`config.mk`:
```
export PLATFORM = sky130hd
export DESIGN_NAME = tsct_red_cell
export DESIGN_NICKNAME = d
export VERILOG_FILES = /design/src/hw/rtl/tsct_pkg.sv /design/src/hw/rtl/tsct_red_cell.sv
export SDC_FILE = /design/constraint.sdc
export NUM_CORES = 1
export LEC_CHECK = 0
export BUFFER_PORTS_ARGS = -buffer_cell sky130_fd_sc_hd__buf_2
export CAP_MARGIN = 20
export CORE_MARGIN = 2
export CORE_UTILIZATION = 55
export CTS_CLUSTER_DIAMETER = 60
export DETAILED_ROUTE_END_ITERATION = 16
export GPL_TIMING_DRIVEN = 1
export PLACE_DENSITY = 0.86
export SYNTH_ARGS = -nofsm -noshare
export SYNTH_HDL_FRONTEND = slang
export SYNTH_SLANG_ARGS = --single-unit
export TNS_END_PERCENT = 20
```
`constraint.sdc`:
```
create_clock -name clk_i -period 6.9 [get_ports clk_i]
set_clock_uncertainty 0.1 [all_clocks]
set_input_delay 1.38 -clock clk_i [delete_from_list [all_inputs] [get_ports clk_i]]
set_output_delay 1.38 -clock clk_i [all_outputs]
set_load 0.05 [all_outputs]
```
`src/hw/rtl/tsct_pkg.sv`:
```
// ----------------------------------------------------------------------------
// Taylor sine/cosine/tangent package
// Shared widths, constants, operation codes and pipeline record types.
// ----------------------------------------------------------------------------
`timescale 1ns / 1ps

package tsct_pkg;

  localparam int OP_W  = 2;
  localparam int ANG_W = 32;
  localparam int VAL_W = 32;

  typedef enum logic [OP_W-1:0] {
    OP_SIN = 2'd0,
    OP_COS = 2'd1,
    OP_TAN = 2'd2
  } op_e;

  // Pi and pi/2 in Q.56, rounded to nearest.
  localparam logic [63:0] PI_Q56      = 64'h0324_3F6A_8885_A309;
  localparam logic [63:0] HALF_PI_Q56 = 64'h0192_1FB5_4442_D184;

  // The reduction quotient never exceeds 15 for a Q6.26 angle.
  localparam int RED_STEPS = 4;
  localparam int DIVD_W    = 62;
  localparam int MAG_W     = 31;
  localparam int X2_W      = 32;
  localparam int SUM_W     = 32;
  localparam int NUM_W     = 56;
  localparam int QUO_W     = 33;

  localparam logic [VAL_W-1:0] VAL_MAX = 32'h7FFF_FFFF;
  localparam logic [VAL_W-1:0] VAL_MIN = 32'h8000_0000;

  typedef struct packed {
    logic vld;
    op_e  op;
  } ctl_t;

  typedef struct packed {
    logic              pos;
    logic              odd;
    logic [DIVD_W-1:0] rem;
  } red_t;

  typedef struct packed {
    logic             neg;
    logic [MAG_W-1:0] term;
    logic [X2_W-1:0]  x2;
    logic [SUM_W-1:0] sum;
  } ser_t;

  typedef struct packed {
    logic [MAG_W-1:0] cmag;
    logic [NUM_W-1:0] rem;
    logic [QUO_W-1:0] quo;
  } div_t;

  typedef struct packed {
    ctl_t             ctl;
    logic [VAL_W-1:0] trig;
    logic             sneg;
    logic             rneg;
    logic             zero;
    logic             big;
  } side_t;

  typedef struct packed {
    logic [VAL_W-1:0] value;
    logic             sat;
  } res_t;

endpackage

```
`src/hw/rtl/tsct_red_cell.sv`:
```
// ----------------------------------------------------------------------------
// Reduction cell
// One restoring step of the division of the shifted angle by pi.
// ----------------------------------------------------------------------------
`timescale 1ns / 1ps

module tsct_red_cell #(
  parameter int STEP_BIT = 0
) (
  input  logic            clk_i,
  input  logic            en_i,
  input  tsct_pkg::red_t  red_i,
  output tsct_pkg::red_t  red_o
);

  localparam int W = tsct_pkg::DIVD_W;
  localparam logic [W-1:0] STEP = W'(tsct_pkg::PI_Q56 << STEP_BIT);

  tsct_pkg::red_t red_d, red_q;

  always_comb begin
    red_d = red_i;
    if (red_i.rem >= STEP) begin
      red_d.rem = red_i.rem - STEP;
      // Only the lowest quotient bit decides the sign flip.
      if (STEP_BIT == 0) begin
        red_d.odd = 1'b1;
      end
    end
  end

  always_ff @(posedge clk_i) begin
    if (en_i) begin
      red_q <= red_d;
    end
  end

  assign red_o = red_q;

endmodule

```
==> summary.txt <==
Placed design
  – Port Buffers: 129
  – Placed wire-length estimate: 6750 um
  – Worst slack at placement: 2.27 ns
  – GPL Wtd Cong: 0.857

Critical path
  – Crit Path Class: input pin to register
  – CP Launch Type: input pin
  – Req. time, crit path: 6.88 ns
  – CP peak stage delay: 0.82 ns
  – Worst-path fanout max: 35
  – Slowest stage cell, crit path: o21ba_2
  – Largest delay share family, worst path: compound AO/OA/AOI/OAI gates
  – Buf/Inv on CP: 1
  – Crit path capture type: register
  – Crit path cell chain: buf_2 -> o41a_1 -> o31ai_2 -> nor3b_2 -> nor2_1 -> a211o_2 -> o21ba_2 -> a211oi_1 -> xor2_1
  – Arr. time, crit path: 4.30 ns

Layout
  – FF/Latch Area: 1920 sq um
  – Layout cells sized above 1: 34.6%
  – Multi-input logic area: 1870 sq um
  – Largest register FFs: 64
  – Antenna cell count: 0
  – Nets@finish: 556
  – Fillers: 548
  – Synthesis-to-layout area growth: 23.0%

Global route
  – GR Overflow Total: 0
  – First-pass GRT wire length: 14,600 um
  – Total GRT Usage: 24.3%
  – Largest net degree at the start of global routing: 65
  – Vias in the first global route: 3,091
  – Initial antenna violation count: 0

Synth
  – Area contributors post-synth: edfxtp_1 (49%), xor2_1 (7.0%), xnor2_1 (6.7%), a21oi_1 (2.7%), nand2_1 (2.7%)
  – Synth unique cells: 57
  – Seq cells post-synth: 64
  – Top_reg_cell synth: edfxtp_1
  – Synthesized cell area: 3900 sq um
  – Syn avg cell area: 10.9 sq um
  – Synth async-reset ratio: 0%
  – YS warnings: 0
  – Register area share after synthesis: 49.3%
  – Post-synth top area share: 49.3%
  – Cells after Synth: 359
  – Post-synth EDFFs: 64
  – Most area-hungry cell type in the Yosys netlist: edfxtp_1
  – Syn Nets: 428

Timing
  – Setup TNS: 0 ns
  – Count of final setup violators: 0
  – Worst-Margin Slew: 0.877 ns
  – Min cycle time layout: 4.32 ns
  – Unrepaired setup endpoints after global routing: no
  – Hold Vio Cnt, Final: 0
  – Fraction of the cycle the final worst path needs: 62.6%
  – Final-report max-slew violation count: 0
  – Final worst slack: 2.58 ns
  – Slew margin rel.: 41.5%
  – Fmax: 231 MHz

CTS
  – Hold-fix buffers, CTS: 0
  – CTS tree: built
  – CTS clock-pin slew for the worst setup and hold paths: 0.07 ns
  – Postcts setup bufs: 0
  – Root buf cell: clkbuf_8
  – Bufs on Longest Clock Path: 2
  – PostCTS Resize Cnt: 0
  – H-tree levels: 3
  – Cts bufs inserted: 9
  – Clk sinks: 64

Detailed routing
  – Final ANT Viol Nets: 0
  – DR DRC count: 0
  – Detailed-route via count: 3,373
  – First DRT Iteration DRCs: 320
  – First-pass DRT Iterations: 5
  – Post-DR vias/cell: 5.75
  – Final wirelength: 9470 um
  – Routed len/inst: 16.1 um

Die
  – I/O pins: 130
  – Core ar.: 6830 sq um
  – Die area: 7780 sq um
  – Starting Density: 57.1%
  – Row count: 30
  – Die width: 88.2 um
  – Height of the die: 88.2 um

Pwr
  – Pwr Total: 1.16 mW
  – Power Dens Cells: 242 nW/um^2
  – Peak VDD IR: 110 uV
  – Leak: 1.91 nW

Outcome
  – Run status: finished clean

Worst hold path
  – HP Class: input pin to register

Flow run
  – Max Cap Viol: 0
## final timing paths
| kind | from | to | cells past startpoint |
|---|---|---|---|
| max | red_i[46] | red_o[58] | 9 |
| min | red_i[63] | red_o[63] | 1 |
## area by class of cell
class / instances / share of cell area [%]
flip-flops and latches: 64 / 40.0
multi-input cells: 274 / 38.9
repair buffers: 131 / 13.8
clock buffers: 11 / 2.74
well taps: 96 / 2.50
clock inverters: 4 / 1.46
inverters: 7 / 0.547
## synth_stat cells, types with 2 or more instances
library cell   n
edfxtp_1      64
xor2_1        31
xnor2_1       30
nand2_1       28
nor2_1        28
a21oi_1       21
nor3_1        18
nand3_1       14
o21ai_0       10
nor4_1         9
inv_1          7
clkbuf_1       6
nand2b_1       6
or2_2          5
a211oi_1       4
a21o_1         4
buf_2          4
buf_6          4
nand3b_1       4
nor4_2         4
or3_1          4
or4_1          4
a31oi_1        3
ha_1           3
nand4_1        3
a2111oi_2      2
a221oi_1       2
and2_1         2
nor3b_1        2
o211ai_1       2
o21ba_2        2
o31ai_1        2
o31ai_2        2
o41ai_2        2
## report_power, final
| part | switching, mW | total, mW | internal (mW) |
|---|---|---|---|
| combinational | 0.244 | 0.328 | 0.0839 |
| clock | 0.142 | 0.343 | 0.201 |
| sequential | 0.0101 | 0.491 | 0.480 |
| total | 0.397 | 1.16 | 0.765 |
## cells by family (layout without fill, tap and decap cells)
family | Yosys count | after routing | share of synthesized area, %
buffers and inverters | 21 | 153 | 2.92
xor gates and xnor gates | 61 | 61 | 13.7
DFF | 64 | 64 | 49.3
adders and majority gates | 3 | 3 | 0.962
and+or+nand+nor | 140 | 140 | 19.9
AOI/OAI and AO/OA | 70 | 70 | 13.3
## placed cells by master, fill, tap and decap left out, types with 5 or more instances in the layout
master    netlist  final
edfxtp_1       64     64
clkbuf_8        0      9
inv_1           7      7
nand2_1        28     28
nand2b_1        6      6
xnor2_1        30     30
nor4_1          9      9
nor3_1         18     18
o21ai_0        10     10
nor2_1         28     28
nand3_1        14     14
xor2_1         31     31
or2_2           5      5
buf_2           4    129
a21oi_1        21     21
## per-layer routing
metal	part of all wire (%)	up-vias	GRT usage, %
met5	0	-	0
met4	2.0	0	9.78
met3	8.2	24	4.76
met2	49	186	39.1
met1	40	1565	32.5
li1	-	1598	-
## through the flow
step	area [sq um]	cells	util [%]	hold slack, ns
floorplan	3900	359	-	1.38
CTS	4790	586	70.1	1.11
finish	4800	587	70.3	1.12
global route	4800	587	70.3	1.11
detailed placement	4590	571	67.1	1.46
global placement	4590	571	67.1	1.46
Power figures use the tool's default switching activity.
