### src/hw/rtl/tsct_pkg.sv
// ----------------------------------------------------------------------------
// Taylor sine/cosine/tangent package
// Shared widths, constants, operation codes and pipeline record types.
// ----------------------------------------------------------------------------
`timescale 1ns / 1ps

package tsct_pkg;

  localparam int OP_W  = 2;
  localparam int ANG_W = 32;
  localparam int VAL_W = 32;

  typedef enum logic [OP_W-1:0] {
    OP_SIN = 2'd0,
    OP_COS = 2'd1,
    OP_TAN = 2'd2
  } op_e;

  // Pi and pi/2 in Q.56, rounded to nearest.
  localparam logic [63:0] PI_Q56      = 64'h0324_3F6A_8885_A309;
  localparam logic [63:0] HALF_PI_Q56 = 64'h0192_1FB5_4442_D184;

  // The reduction quotient never exceeds 15 for a Q6.26 angle.
  localparam int RED_STEPS = 4;
  localparam int DIVD_W    = 62;
  localparam int MAG_W     = 31;
  localparam int X2_W      = 32;
  localparam int SUM_W     = 32;
  localparam int NUM_W     = 56;
  localparam int QUO_W     = 33;

  localparam logic [VAL_W-1:0] VAL_MAX = 32'h7FFF_FFFF;
  localparam logic [VAL_W-1:0] VAL_MIN = 32'h8000_0000;

  typedef struct packed {
    logic vld;
    op_e  op;
  } ctl_t;

  typedef struct packed {
    logic              pos;
    logic              odd;
    logic [DIVD_W-1:0] rem;
  } red_t;

  typedef struct packed {
    logic             neg;
    logic [MAG_W-1:0] term;
    logic [X2_W-1:0]  x2;
    logic [SUM_W-1:0] sum;
  } ser_t;

  typedef struct packed {
    logic [MAG_W-1:0] cmag;
    logic [NUM_W-1:0] rem;
    logic [QUO_W-1:0] quo;
  } div_t;

  typedef struct packed {
    ctl_t             ctl;
    logic [VAL_W-1:0] trig;
    logic             sneg;
    logic             rneg;
    logic             zero;
    logic             big;
  } side_t;

  typedef struct packed {
    logic [VAL_W-1:0] value;
    logic             sat;
  } res_t;

endpackage

### src/hw/rtl/tsct_term_cell.sv
// ----------------------------------------------------------------------------
// Series term cell
// Forms the next Maclaurin term and folds it into the running sum.
// ----------------------------------------------------------------------------
`timescale 1ns / 1ps

module tsct_term_cell #(
  parameter int TERM_IDX = 1
) (
  input  logic            clk_i,
  input  logic            en_i,
  input  tsct_pkg::ser_t  ser_i,
  output tsct_pkg::ser_t  ser_o
);

  localparam int D     = 2 * TERM_IDX * (2 * TERM_IDX + 1);
  localparam int DW    = $clog2(D + 1);
  localparam int QDW   = 32 + DW;
  localparam logic [31:0] RECIP = 32'((64'd1 << 32) / D);
  localparam bit SUBTRACT = (TERM_IDX % 2) == 1;

  localparam int MW = tsct_pkg::MAG_W;
  localparam int XW = tsct_pkg::X2_W;
  localparam int SW = tsct_pkg::SUM_W;

  // Stage A: term times x^2.
  logic [62:0]   prod_a;
  logic          a_neg_q;
  logic [31:0]   a_p_q;
  logic [XW-1:0] a_x2_q;
  logic [SW-1:0] a_sum_q;

  // Stage B: quotient estimate by reciprocal.
  logic [63:0]   prod_b;
  logic          b_neg_q;
  logic [31:0]   b_p_q;
  logic [31:0]   b_qh_q;
  logic [XW-1:0] b_x2_q;
  logic [SW-1:0] b_sum_q;

  // Stage C: one correction step, then accumulate.
  logic [QDW-1:0] qd_c;
  logic [QDW-1:0] rr_c;
  logic [31:0]    qt_c;
  logic [MW-1:0]  term_c;
  tsct_pkg::ser_t ser_d, ser_q;

  assign prod_a = 63'(ser_i.term) * 63'(ser_i.x2);
  assign prod_b = 64'(a_p_q) * 64'(RECIP);

  always_ff @(posedge clk_i) begin
    if (en_i) begin
      a_neg_q <= ser_i.neg;
      a_p_q   <= prod_a[61:30];
      a_x2_q  <= ser_i.x2;
      a_sum_q <= ser_i.sum;
      b_neg_q <= a_neg_q;
      b_p_q   <= a_p_q;
      b_qh_q  <= prod_b[63:32];
      b_x2_q  <= a_x2_q;
      b_sum_q <= a_sum_q;
      ser_q   <= ser_d;
    end
  end

  always_comb begin
    qd_c   = QDW'(b_qh_q) * QDW'(D);
    rr_c   = QDW'(b_p_q) - qd_c;
    qt_c   = b_qh_q + ((rr_c >= QDW'(D)) ? 32'd1 : 32'd0);
    term_c = qt_c[MW-1:0];
    ser_d.neg  = b_neg_q;
    ser_d.term = term_c;
    ser_d.x2   = b_x2_q;
    if (SUBTRACT) begin
      ser_d.sum = b_sum_q - SW'(term_c);
    end else begin
      ser_d.sum = b_sum_q + SW'(term_c);
    end
  end

  assign ser_o = ser_q;

endmodule

### config.mk
export PLATFORM = sky130hd
export DESIGN_NAME = tsct_term_cell
export DESIGN_NICKNAME = d
export VERILOG_FILES = /design/src/hw/rtl/tsct_pkg.sv /design/src/hw/rtl/tsct_term_cell.sv
export SDC_FILE = /design/constraint.sdc
export NUM_CORES = 2
export LEC_CHECK = 0
export BUFFER_PORTS_ARGS = -buffer_cell sky130_fd_sc_hd__buf_4
export CAP_MARGIN = 40
export CORE_MARGIN = 4
export CORE_UTILIZATION = 40
export CTS_BUF_LIST = sky130_fd_sc_hd__clkbuf_16
export DETAILED_ROUTE_END_ITERATION = 6
export GPL_TIMING_DRIVEN = 0
export SETUP_SLACK_MARGIN = 0.5
export SKIP_CTS_REPAIR_TIMING = 1
export SLEW_MARGIN = 15
export SYNTH_ARGS = -nofsm -noshare
export SYNTH_HDL_FRONTEND = slang
export SYNTH_SLANG_ARGS = --single-unit
### constraint.sdc
create_clock -name clk_i -period 18.55 [get_ports clk_i]
set_input_delay 0 -clock clk_i [delete_from_list [all_inputs] [get_ports clk_i]]
set_output_delay 0 -clock clk_i [all_outputs]
set_load 0.005 [all_outputs]
==> flow_summary_export.csv <==
group,metric,value,unit
run_status,status,"finished clean",
yosys,synth_top_area_share,0.407,
drt,drt_first_iter_violations,2969,
drt,vias,41600,
yosys,avgSynthCellArea,10.0,um^2
placed_design,gp_congestion,0.974,
critical_path,slowest_stage,"a2111oi_2",
critical_path,setup.worst_path.class,"register to register",
sta,whs,0.0874,ns
yosys,synthCells,5871,
critical_path,rr_startpoint,"b_qh_q[2]",
clock_tree,cts.sinks,319,
flow_run,drv_cap,0,
floorplanning,fp-row-count,140,
placed_design,place_inst,8004,
critical_path,reg2reg_depth,46,
critical_path,r2r_slack,6.61,ns
grt,grt_max_degree,103,
min_path,hold_depth,2,
drt,dr.max_layer_used,"met5",
min_path,whs_endpoint,"a_sum_q[24]",
critical_path,crit_path_start_kind,"register",
floorplanning,dieArea,154000,um^2
sta,finClkSkew,0.0686,ns
sta,hold_viol,0,
yosys,ys.flop_type,"edfxtp_1",
critical_path,path_max_fanout,7,
grt,grt_pass1_vias,44400,
drt,post_drt_wl_per_cell,21.8,um
yosys,synthTopCellsByArea,"fa_1 (41%), edfxtp_1 (16%), ha_1 (14%)",
sta,worstMarginPinSlew,0.941,ns
critical_path,regToRegEndpoint,"ser_o[30]",
drt,ant_nets,0,
critical_path,end_kind,"register",
yosys,yosysMostFrequentCell,"inv_1",
clock_tree,clock_path_buffers,3,
drt,first_pass_iters,6,
drt,wl_met1,70.4,mm
sta,period_minus_slack,11.94,ns
floorplanning,core-area,146000,um^2
drt,wl_met3,15.9,mm
min_path,min_path_type,"input pin to register",
yosys,syn-num-nets,7849,
sta,drv_slew,0,
critical_path,arrival,12.32,ns
finish,regArea,9580,um^2
sta,timing.slew.headroom,0.365,
placed_design,place_hpwl,151,mm
min_path,hp-start,"ser_i[24]",
clock_tree,clk_latency,0.64,ns
clock_tree,cts_htree_levels,2,
yosys,yosysWarnings,0,
finish,instances_no_fill,8154,
sta,max_freq,0.0837,GHz
drt,drc_errors,0,
finish,area_delta_synth_final,10.7,%
grt,antenna_found_initial,7,
grt,grtUsageTotal,0.235,
floorplanning,die_h,392,um
sta,tns,0,ns
critical_path,critPathRequiredTime,18.93,ns
yosys,synth_edf_count,319,
finish,multi_input_area,43100,um^2
grt,grt_pass1_wl,269,mm
critical_path,max_stage_delay,0.59,ns
yosys,netlist_area,59000,um^2
yosys,ys_ff_latch,319,
yosys,yosys.area.top_type,"fa_1",
critical_path,crit_top_cell,"a21oi_1",
floorplanning,initial_core_util,0.404,
yosys,synth_common_cells,"inv_1 (1490), fa_1 (1198), nand2_1 (872)",
yosys,synth_cell_type_count,73,
sta,finalCritPeriodShare,0.644,
yosys,yosysSeqAreaShare,0.162,
drt,viasPerCell,5.10,
clock_tree,clk_pin_slew,0.06,ns
floorplanning,io_pins,194,
drt,wl_met2,82.0,mm
finish,final_nets,8180,
sta,final-setup-viol-count,0,
placed_design,portBuffers,193,
yosys,async_flop_share,0,
sta,rsz0062_at_grt,"no",
floorplanning,dieWidth,392,um
finish,layout-drive-gt1-share,0.0494,
clock_tree,clockRootBuffer,"clkbuf_16",
drt,routed_wirelength,177,mm
grt,overflow,0,
clock_tree,cts_inserted_buffers,39,
finish,num-fill-cells,14000,
clock_tree,cts_tree,"built",
## cell families after synthesis
family	after synthesis	synth area share
AO/OA/AOI/OAI	457	0.0514
XOR/XNOR	167	0.0248
adder cells (fa/ha/maj)	1883	0.552
buffers and inverters	1688	0.107
flip-flops	319	0.162
multiplexers	4	0.000721
AND/OR/NAND/NOR	1353	0.101
## state kept, by name, summed over array words and instances (netlist names)
| register | flops |
|---|---|
| b_qh_q | 30 |
| a_p_q | 32 |
| b_sum_q | 32 |
| a_sum_q | 32 |
| b_p_q | 31 |
| a_neg_q | 1 |
| b_neg_q | 1 |
| a_x2_q | 32 |
| ser_o | 96 |
| b_x2_q | 32 |
## area by class of cell
type | count | share of cell area
multi-input cells | 3864 | 0.660
flip-flops and latches | 319 | 0.147
plain buffers | 197 | 0.0113
well taps | 1917 | 0.0368
clock buffers | 39 | 0.0150
repair buffers | 290 | 0.0390
diodes | 8 | 0.000307
clock inverters | 29 | 0.00531
inverters | 1491 | 0.0858
## layout by cell type, fill, tap and decap left out, drive strengths merged, types with 6 or more instances in the layout
cell type / instances
nor2: 113
o311ai: 7
clkbuf: 236
buf: 224
diode: 8
o21bai: 31
a31oi: 13
fa: 1198
nand4: 26
inv: 1498
o22ai: 7
edfxtp: 319
bufinv: 6
a2111oi: 6
nor2b: 23
a211oi: 14
and3: 12
nand3: 30
a21oi: 141
o21a: 23
xor2: 65
clkinv: 13
nand2b: 25
or3: 7
o31ai: 10
nor3: 23
o21ai: 60
dlygate4sd3: 66
xnor2: 102
nand2: 872
and2: 197
ha: 682
a21o: 83
## per-layer routing
metal  vias to the layer above  global-route usage
met3                       415              0.0523
met4                         4               0.102
li1                      18500                   -
met1                     20800               0.302
met5                         -                   0
met2                      1771               0.382
## worst max path at each step
| stage | startpoint | end | slack, ns | cells after the start |
|---|---|---|---|---|
| detailed placement | b_qh_q[2] | ser_o[30] | 6.58 | 46 |
| global placement | b_qh_q[2] | ser_o[30] | 6.58 | 46 |
| global route | b_qh_q[2] | ser_o[30] | 5.75 | 46 |
| floorplan | b_qh_q[2] | ser_o[28] | 9.00 | 46 |
| finish | b_qh_q[2] | ser_o[30] | 6.61 | 46 |
| CTS | b_qh_q[2] | ser_o[30] | 6.61 | 46 |
## critical path: cells and delay by family, from the launching register on
family                     cells  cell delay (ns)
AOI/OAI and AO/OA             20             4.92
xor gates and xnor gates       3             0.37
adders and majority gates      5             1.71
buffers and inverters          2             0.16
DFF                            1             0.47
and+or+nand+nor               16             4.08
## per-stage QoR
stage               cell area (um^2)  worst slack (ns)  utilization
finish                         65300              6.61        0.447
global route                   65200              5.75        0.447
global placement               62800              6.58        0.430
detailed placement             63200              6.58        0.432
floorplan                      59000              9.00            -
CTS                            64500              6.61        0.441
Power is not shown: default switching activity piles up to over one toggle a cycle in this logic, so the estimate is an artifact.
