File: src/hw/rtl/tsct_pkg.sv
// ----------------------------------------------------------------------------
// Taylor sine/cosine/tangent package
// Shared widths, constants, operation codes and pipeline record types.
// ----------------------------------------------------------------------------
`timescale 1ns / 1ps

package tsct_pkg;

  localparam int OP_W  = 2;
  localparam int ANG_W = 32;
  localparam int VAL_W = 32;

  typedef enum logic [OP_W-1:0] {
    OP_SIN = 2'd0,
    OP_COS = 2'd1,
    OP_TAN = 2'd2
  } op_e;

  // Pi and pi/2 in Q.56, rounded to nearest.
  localparam logic [63:0] PI_Q56      = 64'h0324_3F6A_8885_A309;
  localparam logic [63:0] HALF_PI_Q56 = 64'h0192_1FB5_4442_D184;

  // The reduction quotient never exceeds 15 for a Q6.26 angle.
  localparam int RED_STEPS = 4;
  localparam int DIVD_W    = 62;
  localparam int MAG_W     = 31;
  localparam int X2_W      = 32;
  localparam int SUM_W     = 32;
  localparam int NUM_W     = 56;
  localparam int QUO_W     = 33;

  localparam logic [VAL_W-1:0] VAL_MAX = 32'h7FFF_FFFF;
  localparam logic [VAL_W-1:0] VAL_MIN = 32'h8000_0000;

  typedef struct packed {
    logic vld;
    op_e  op;
  } ctl_t;

  typedef struct packed {
    logic              pos;
    logic              odd;
    logic [DIVD_W-1:0] rem;
  } red_t;

  typedef struct packed {
    logic             neg;
    logic [MAG_W-1:0] term;
    logic [X2_W-1:0]  x2;
    logic [SUM_W-1:0] sum;
  } ser_t;

  typedef struct packed {
    logic [MAG_W-1:0] cmag;
    logic [NUM_W-1:0] rem;
    logic [QUO_W-1:0] quo;
  } div_t;

  typedef struct packed {
    ctl_t             ctl;
    logic [VAL_W-1:0] trig;
    logic             sneg;
    logic             rneg;
    logic             zero;
    logic             big;
  } side_t;

  typedef struct packed {
    logic [VAL_W-1:0] value;
    logic             sat;
  } res_t;

endpackage

File: src/hw/rtl/tsct_div_cell.sv
// ----------------------------------------------------------------------------
// Tangent divider cell
// One restoring step of the sine over cosine division, one quotient bit.
// ----------------------------------------------------------------------------
`timescale 1ns / 1ps

module tsct_div_cell #(
  parameter int QUO_BIT = 0
) (
  input  logic            clk_i,
  input  logic            en_i,
  input  tsct_pkg::div_t  div_i,
  output tsct_pkg::div_t  div_o
);

  localparam int NW = tsct_pkg::NUM_W;

  logic [63:0]    trial;
  tsct_pkg::div_t div_d, div_q;

  always_comb begin
    trial = 64'(div_i.cmag) << QUO_BIT;
    div_d = div_i;
    if (64'(div_i.rem) >= trial) begin
      div_d.rem          = div_i.rem - NW'(trial);
      div_d.quo[QUO_BIT] = 1'b1;
    end
  end

  always_ff @(posedge clk_i) begin
    if (en_i) begin
      div_q <= div_d;
    end
  end

  assign div_o = div_q;

endmodule

File: config.mk
export PLATFORM = sky130hd
export DESIGN_NAME = tsct_div_cell
export DESIGN_NICKNAME = d
export VERILOG_FILES = /design/src/hw/rtl/tsct_pkg.sv /design/src/hw/rtl/tsct_div_cell.sv
export SDC_FILE = /design/constraint.sdc
export NUM_CORES = 1
export LEC_CHECK = 0
export CORE_MARGIN = 2
export CORE_UTILIZATION = 50
export CTS_CLUSTER_DIAMETER = 100
export DETAILED_ROUTE_END_ITERATION = 6
export DONT_BUFFER_PORTS = 1
export SLEW_MARGIN = 20
export SYNTH_ARGS = -nofsm -noshare
export SYNTH_HDL_FRONTEND = slang
export SYNTH_SLANG_ARGS = --single-unit
File: constraint.sdc
create_clock -name clk_i -period 3.4 [get_ports clk_i]
set_input_delay 0.51 -clock clk_i [delete_from_list [all_inputs] [get_ports clk_i]]
set_output_delay 0.51 -clock clk_i [all_outputs]
set_load 0.01 [all_outputs]
==> results.txt, run 1 <==
Max reg flops - 120
Critical path's slowest cell - fa_1
Final antenna diode count - 0
PD cells - 579.3 nW/um^2
Vias per inst - 5.730
Share of cells above drive strength 1 - 9.253%
# hold bufs at CTS - 0
WS Path Type - input pin to flop
Startpoint Class - input pin
Avg Cell Area, Syn - 11.05 um^2
Slew headroom - 66.61%
EDFF count, synth - 120
Total Routing Usage GR - 22.84%
Synth top area share - 55.66%
Worst stage delay on the critical path - 0.40 ns
Chip Width - 117.8 um
DP Wirelength - 12030 um
Cells after Synth - 586
Critical Path End - div_o[69]$_DFFE_PP_
Final #Nets - 757
Num Clock Sinks - 120
Max Cap Viol - 0
Clk slew on worst S/H paths - 0.06 ns
Crit-path cells - inv_1 > ha_1 > fa_1 > nand2b_1 > a21oi_1 > a211oi_1 > nor3_2 > nor3_4 > buf_4 > nand2b_1 > nor4_1 > xor2_1
Tcrit/Tclk final - 85.07%
Count leader, synth - edfxtp_1
Post-CTS Setup Inserts - 0
Most used cell, CP - nand2b_1
Post-CTS Resized - 0
IO Count - 242
Top post-synthesis cells by count - edfxtp_1, nand2_1, o21ai_0
Routed wire length - 15620 um
Area Overhead vs Synth - 13.18%
Largest net degree at the start of global routing - 121
Syn Nets - 740
Synth Flop Type - edfxtp_1
Synth top area cells - edfxtp_1, ha_1, nand2_1
Fin. max-slew vios - 0
Congestion Overflow GR - 0
Vias in the first global route - 4592
Synth Register Bits - 120
Seq/Total Area, Yosys - 55.66%
CP required - 3.55 ns
TNS Setup - 0 ns
Die height - 117.8 um
Hold Crit Class - input pin to flop
Per-cell routed wire length - 19.82 um
Hold Fails Final Rpt - 0
CP max FO - 6
IR Drop Worst-Case VDD - 0.2547 mV
Die Footprint - 13870 um^2
Iter 0 DRT Violations - 262
Hold_ws - 0.1827 ns
Layout Utilization - 58.06%
Outcome - complete, no violations
Dpl cell area - 6726 um^2
Clk root buf - clkbuf_16
Arrival time at the worst endpoint - 3.05 ns
CTS tree - done
Final setup fails - 0
Synth Warn # - 0
Core region area - 12620 um^2
Worst slack at placement - 0.06273 ns
Placed instance count - 756
Placer Congestion - 0.8790
Design area - 7327 um^2
# DRC - 0
Crit. End Element - flop
Leakage power - 2.701 nW
H-tree Lvls - 4
Drt first pass iters - 4
Antenna violations before repair - 0
Peak Freq - 345.7 MHz
Synth Cell Area - 6474 um^2
Initial Util - 51.30%
Num CTS Buffers - 17
Dominant cell type by area after synthesis - edfxtp_1
Num rows - 41
First-pass GRT wire length - 24360 um
DR vias - 4515
Ys async rst share - 0%
Unrepaired setup endpoints after global routing - no
Post-layout min period - 2.893 ns
Yosys cell types - 55
CTS max path bufs - 2
Antenna-violating nets left - 0
Count of input and output buffers - 0
Least-Margin Pin Slew - 0.4962 ns
Total power - 4.245 mW
Setup ws final - 0.5075 ns
Finished Layout Cells - 788
Crit path from - div_i[33]
[power by group]
group          switching [mW]  internal (mW)  total, mW
sequential              0.142           1.83       1.97
combinational           0.273          0.192      0.465
clock                   0.659           1.15       1.81
total                    1.07           3.17       4.24
[logic make-up (layout without fill, tap and decap cells)]
kind of cell,count (synthesis),after routing,synth area share (%)
DFF,120,120,55.66
adders and majority gates,32,32,6.301
and+or+nand+nor,189,189,14.75
AOI/OAI and AO/OA,139,139,12.78
xor gates and xnor gates,51,51,6.900
buffers and inverters,55,85,3.614
[final cells by class]
| type | count | area, um^2 |
|---|---|---|
| flip-flops and latches | 120 | 3603 |
| clock buffers | 17 | 425.4 |
| inverters | 37 | 138.9 |
| fillers | 1107 | 5293 |
| clock inverters | 15 | 175.2 |
| multi-input cells | 411 | 2636 |
| well taps | 172 | 215.2 |
| repair buffers | 16 | 132.6 |
[worst max-delay path, delay by kind of cell]
kind / cells / cell delay, ns
fa+ha+maj: 2 / 0.62
simple gates: 5 / 1.14
buf+inv: 2 / 0.19
xor+xnor: 1 / 0.11
compound gates: 2 / 0.46
[how the worst min path moves through the flow]
stage                          start                   end  slack, ns  cells after the start
after CTS                 div_i[113]  div_o[113]$_DFFE_PP_       0.17                      0
after global placement      div_i[1]    div_o[1]$_DFFE_PP_       0.61                      0
after global routing        div_i[3]    div_o[3]$_DFFE_PP_       0.17                      0
after floorplan           div_i[100]  div_o[100]$_DFFE_PP_       0.61                      0
after detailed placement   div_i[26]   div_o[26]$_DFFE_PP_       0.61                      0
final                     div_i[104]  div_o[104]$_DFFE_PP_       0.18                      0
[metal layers]
metal / track usage (%) / up-vias / wire (um)
met4: 9.413 / 0 / 337
li1: - / 2189 / -
met5: 0 / - / 0
met2: 39.35 / 187 / 7919
met3: 8.333 / 21 / 1215
met1: 25.57 / 2118 / 6148
[cell usage in the layout (no fill, tap or decap), types with 6 or more instances in the layout]
cell and n:
nand4_1 12, nor2_1 44, a21oi_1 38, nand3_1 6
nand2b_1 8, buf_4 15, a21o_1 12, xor2_1 28
edfxtp_1 120, nor3_1 10, clkbuf_16 17, o21ai_0 52
inv_1 37, nand2_1 72, xnor2_1 23, ha_1 31
nor4_1 12
(Power assumes the default switching activity.)
==> run 2, diff against run 1 <==
CORE_ASPECT_RATIO = 1.5   (was not set)
==> run 2 against run 1 <==
Net effect:
- worst hold slack about the same
- critical path depth up 2
- setup slack better by 0.066 ns
- first-iteration DRC count down 16%
- sequential share of layout area up 0.24 points
- sequential power about the same
- core utilization down 0.071 points
- total power up 0.52%
- clock power about the same
- fmax up 2.3%
- non-clock buffer count down 1
- flip-flop and latch count unchanged
- critical endpoint is now div_o[87]$_DFFE_PP_
- largest power group unchanged
==> results.txt, run 2 (same netlist as run 1, synthesis figures left out) <==
Least-Margin Pin Slew - 0.6299 ns (was 0.4962 ns)
Share of cells above drive strength 1 - 9.431% (was 9.253%)
Slew headroom - 57.65% (was 66.61%)
Max reg flops - 120 (unchanged)
Vias in the first global route - 4694 (was 4592)
Count of input and output buffers - 0 (unchanged)
Core region area - 12570 um^2 (was 12620 um^2)
Unrepaired setup endpoints after global routing - no (unchanged)
Die Footprint - 13890 um^2 (was 13870 um^2)
Post-CTS Resized - 0 (unchanged)
Total power - 4.267 mW (was 4.245 mW)
Final setup fails - 0 (unchanged)
IO Count - 242 (unchanged)
Hold EP - div_o[96]$_DFFE_PP_ (was div_o[104]$_DFFE_PP_)
Clk slew on worst S/H paths - 0.06 ns (about the same)
Num rows - 50 (was 41)
Crit path from - div_i[33] (unchanged)
Vias per inst - 5.827 (was 5.730)
DR vias - 4493 (was 4515)
Largest net degree at the start of global routing - 121 (unchanged)
Max Cap Viol - 0 (unchanged)
Antenna-violating nets left - 0 (unchanged)
Tcrit/Tclk final - 83.13% (was 85.07%)
Placer Congestion - 0.8773 (was 0.8790)
Final #Nets - 756 (was 757)
IR Drop Worst-Case VDD - 0.3217 mV (was 0.2547 mV)
Hold Crit Class - input pin to flop (unchanged)
Leakage power - 2.695 nW (was 2.701 nW)
PD cells - 585.1 nW/um^2 (was 579.3 nW/um^2)
Chip Width - 96.91 um (was 117.8 um)
Startpoint Class - input pin (unchanged)
Arrival time at the worst endpoint - 2.97 ns (was 3.05 ns)
Critical path's slowest cell - fa_1 (unchanged)
Hold depth - 0 (unchanged)
Area Overhead vs Synth - 12.64% (was 13.18%)
Initial Util - 51.48% (was 51.30%)
Worst stage delay on the critical path - 0.40 ns (about the same)
TNS Setup - 0 ns (unchanged)
WS Path Type - input pin to flop (unchanged)
Congestion Overflow GR - 0 (unchanged)
CP required - 3.55 ns (about the same)
Post-CTS Setup Inserts - 0 (unchanged)
Post-layout min period - 2.826 ns (was 2.893 ns)
CP max FO - 33 (was 6)
CTS tree - done (unchanged)
Outcome - complete, no violations (unchanged)
Fin. max-slew vios - 0 (unchanged)
Commonest non-fill, non-tap cell in the layout - edfxtp_1 (unchanged)
Routed wire length - 15940 um (was 15620 um)
Num CTS Buffers - 17 (unchanged)
Crit-path cells - inv_1 > ha_1 > fa_1 > nand2b_1 > a21oi_1 > buf_4 > a211oi_1 > nor3_2 > nor3_4 > buf_4 > nor2_1 > nand3_1 > a211oi_1 > xor2_1 (was inv_1 > ha_1 > fa_1 > nand2b_1 > a21oi_1 > a211oi_1 > nor3_2 > nor3_4 > buf_4 > nand2b_1 > nor4_1 > xor2_1)
Total Routing Usage GR - 22.99% (was 22.84%)
Final antenna diode count - 0 (unchanged)
Peak Freq - 353.8 MHz (was 345.7 MHz)
Num Clock Sinks - 120 (unchanged)
Filler Cell Count - 1034 (was 1107)
Iter 0 DRT Violations - 219 (was 262)
Hold Fails Final Rpt - 0 (unchanged)
H-tree Lvls - 4 (unchanged)
First-pass GRT wire length - 24810 um (was 24360 um)
HP Start - div_i[96] (was div_i[104])
Per-cell routed wire length - 20.68 um (was 19.82 um)
Clk root buf - clkbuf_16 (unchanged)
CTS max path bufs - 2 (unchanged)
DP Wirelength - 12510 um (was 12030 um)
Antenna violations before repair - 0 (unchanged)
Crit. End Element - flop (unchanged)
Commonest cells after routing, fill and taps aside - edfxtp_1, nand2_1, o21ai_0 (unchanged)
# hold bufs at CTS - 0 (unchanged)
Die height - 143.4 um (was 117.8 um)
# DRC - 0 (unchanged)
Drt first pass iters - 4 (unchanged)
run 2: layout make-up:
cell class	count	area [um^2]	area share, %
sequential	120	3603	49.42
tap	156	195.2	2.677
clock buffer	17	425.4	5.834
inverter	37	138.9	1.905
clock inverter	15	180.2	2.471
timing repair buffer	15	112.6	1.544
multi-input combinational	411	2636	36.15
run 2: stage by stage:
stage,util (%),std cells,setup slack [ns],area [um^2],hold WS (ns)
finish,57.99,771,0.5736,7292,0.1831
floorplan,-,586,0.2959,6474,0.6089
global route,57.99,771,0.3179,7292,0.1734
detailed placement,53.17,739,0.1142,6686,0.6089
global placement,53.17,739,0.2007,6686,0.6089
CTS,57.99,771,0.5328,7292,0.1748
run 2: critical path, delay by kind of cell:
family	cells	cell delay, ns
adders and majority gates	2	0.61
AOI/OAI and AO/OA	3	0.48
and+or+nand+nor	5	0.84
buffers and inverters	3	0.43
xor gates and xnor gates	1	0.11
run 2: how the worst max path moves through the flow:
stage                          endpoint
floorplan           div_o[74]$_DFFE_PP_
global placement    div_o[74]$_DFFE_PP_
detailed placement  div_o[87]$_DFFE_PP_
CTS                 div_o[87]$_DFFE_PP_
global route        div_o[87]$_DFFE_PP_
finish              div_o[87]$_DFFE_PP_
run 2: report_power, final:
| part | internal [mW] | total, mW | switching [mW] | leakage [nW] |
|---|---|---|---|---|
| Sequential | 1.83 | 1.96 | 0.139 | 1.17 |
| Combinational | 0.193 | 0.469 | 0.277 | 1.23 |
| Clock | 1.11 | 1.83 | 0.723 | 0.289 |
run 2: metal layers:
layer / part of all wire [%] / GRT usage, % / vias to the layer above
met5: 0 / 0 / -
met4: 2.7 / 9.563 / 0
met3: 6.2 / 6.955 / 28
met2: 57 / 44.26 / 170
met1: 34 / 22.72 / 2105
li1: - / - / 2190
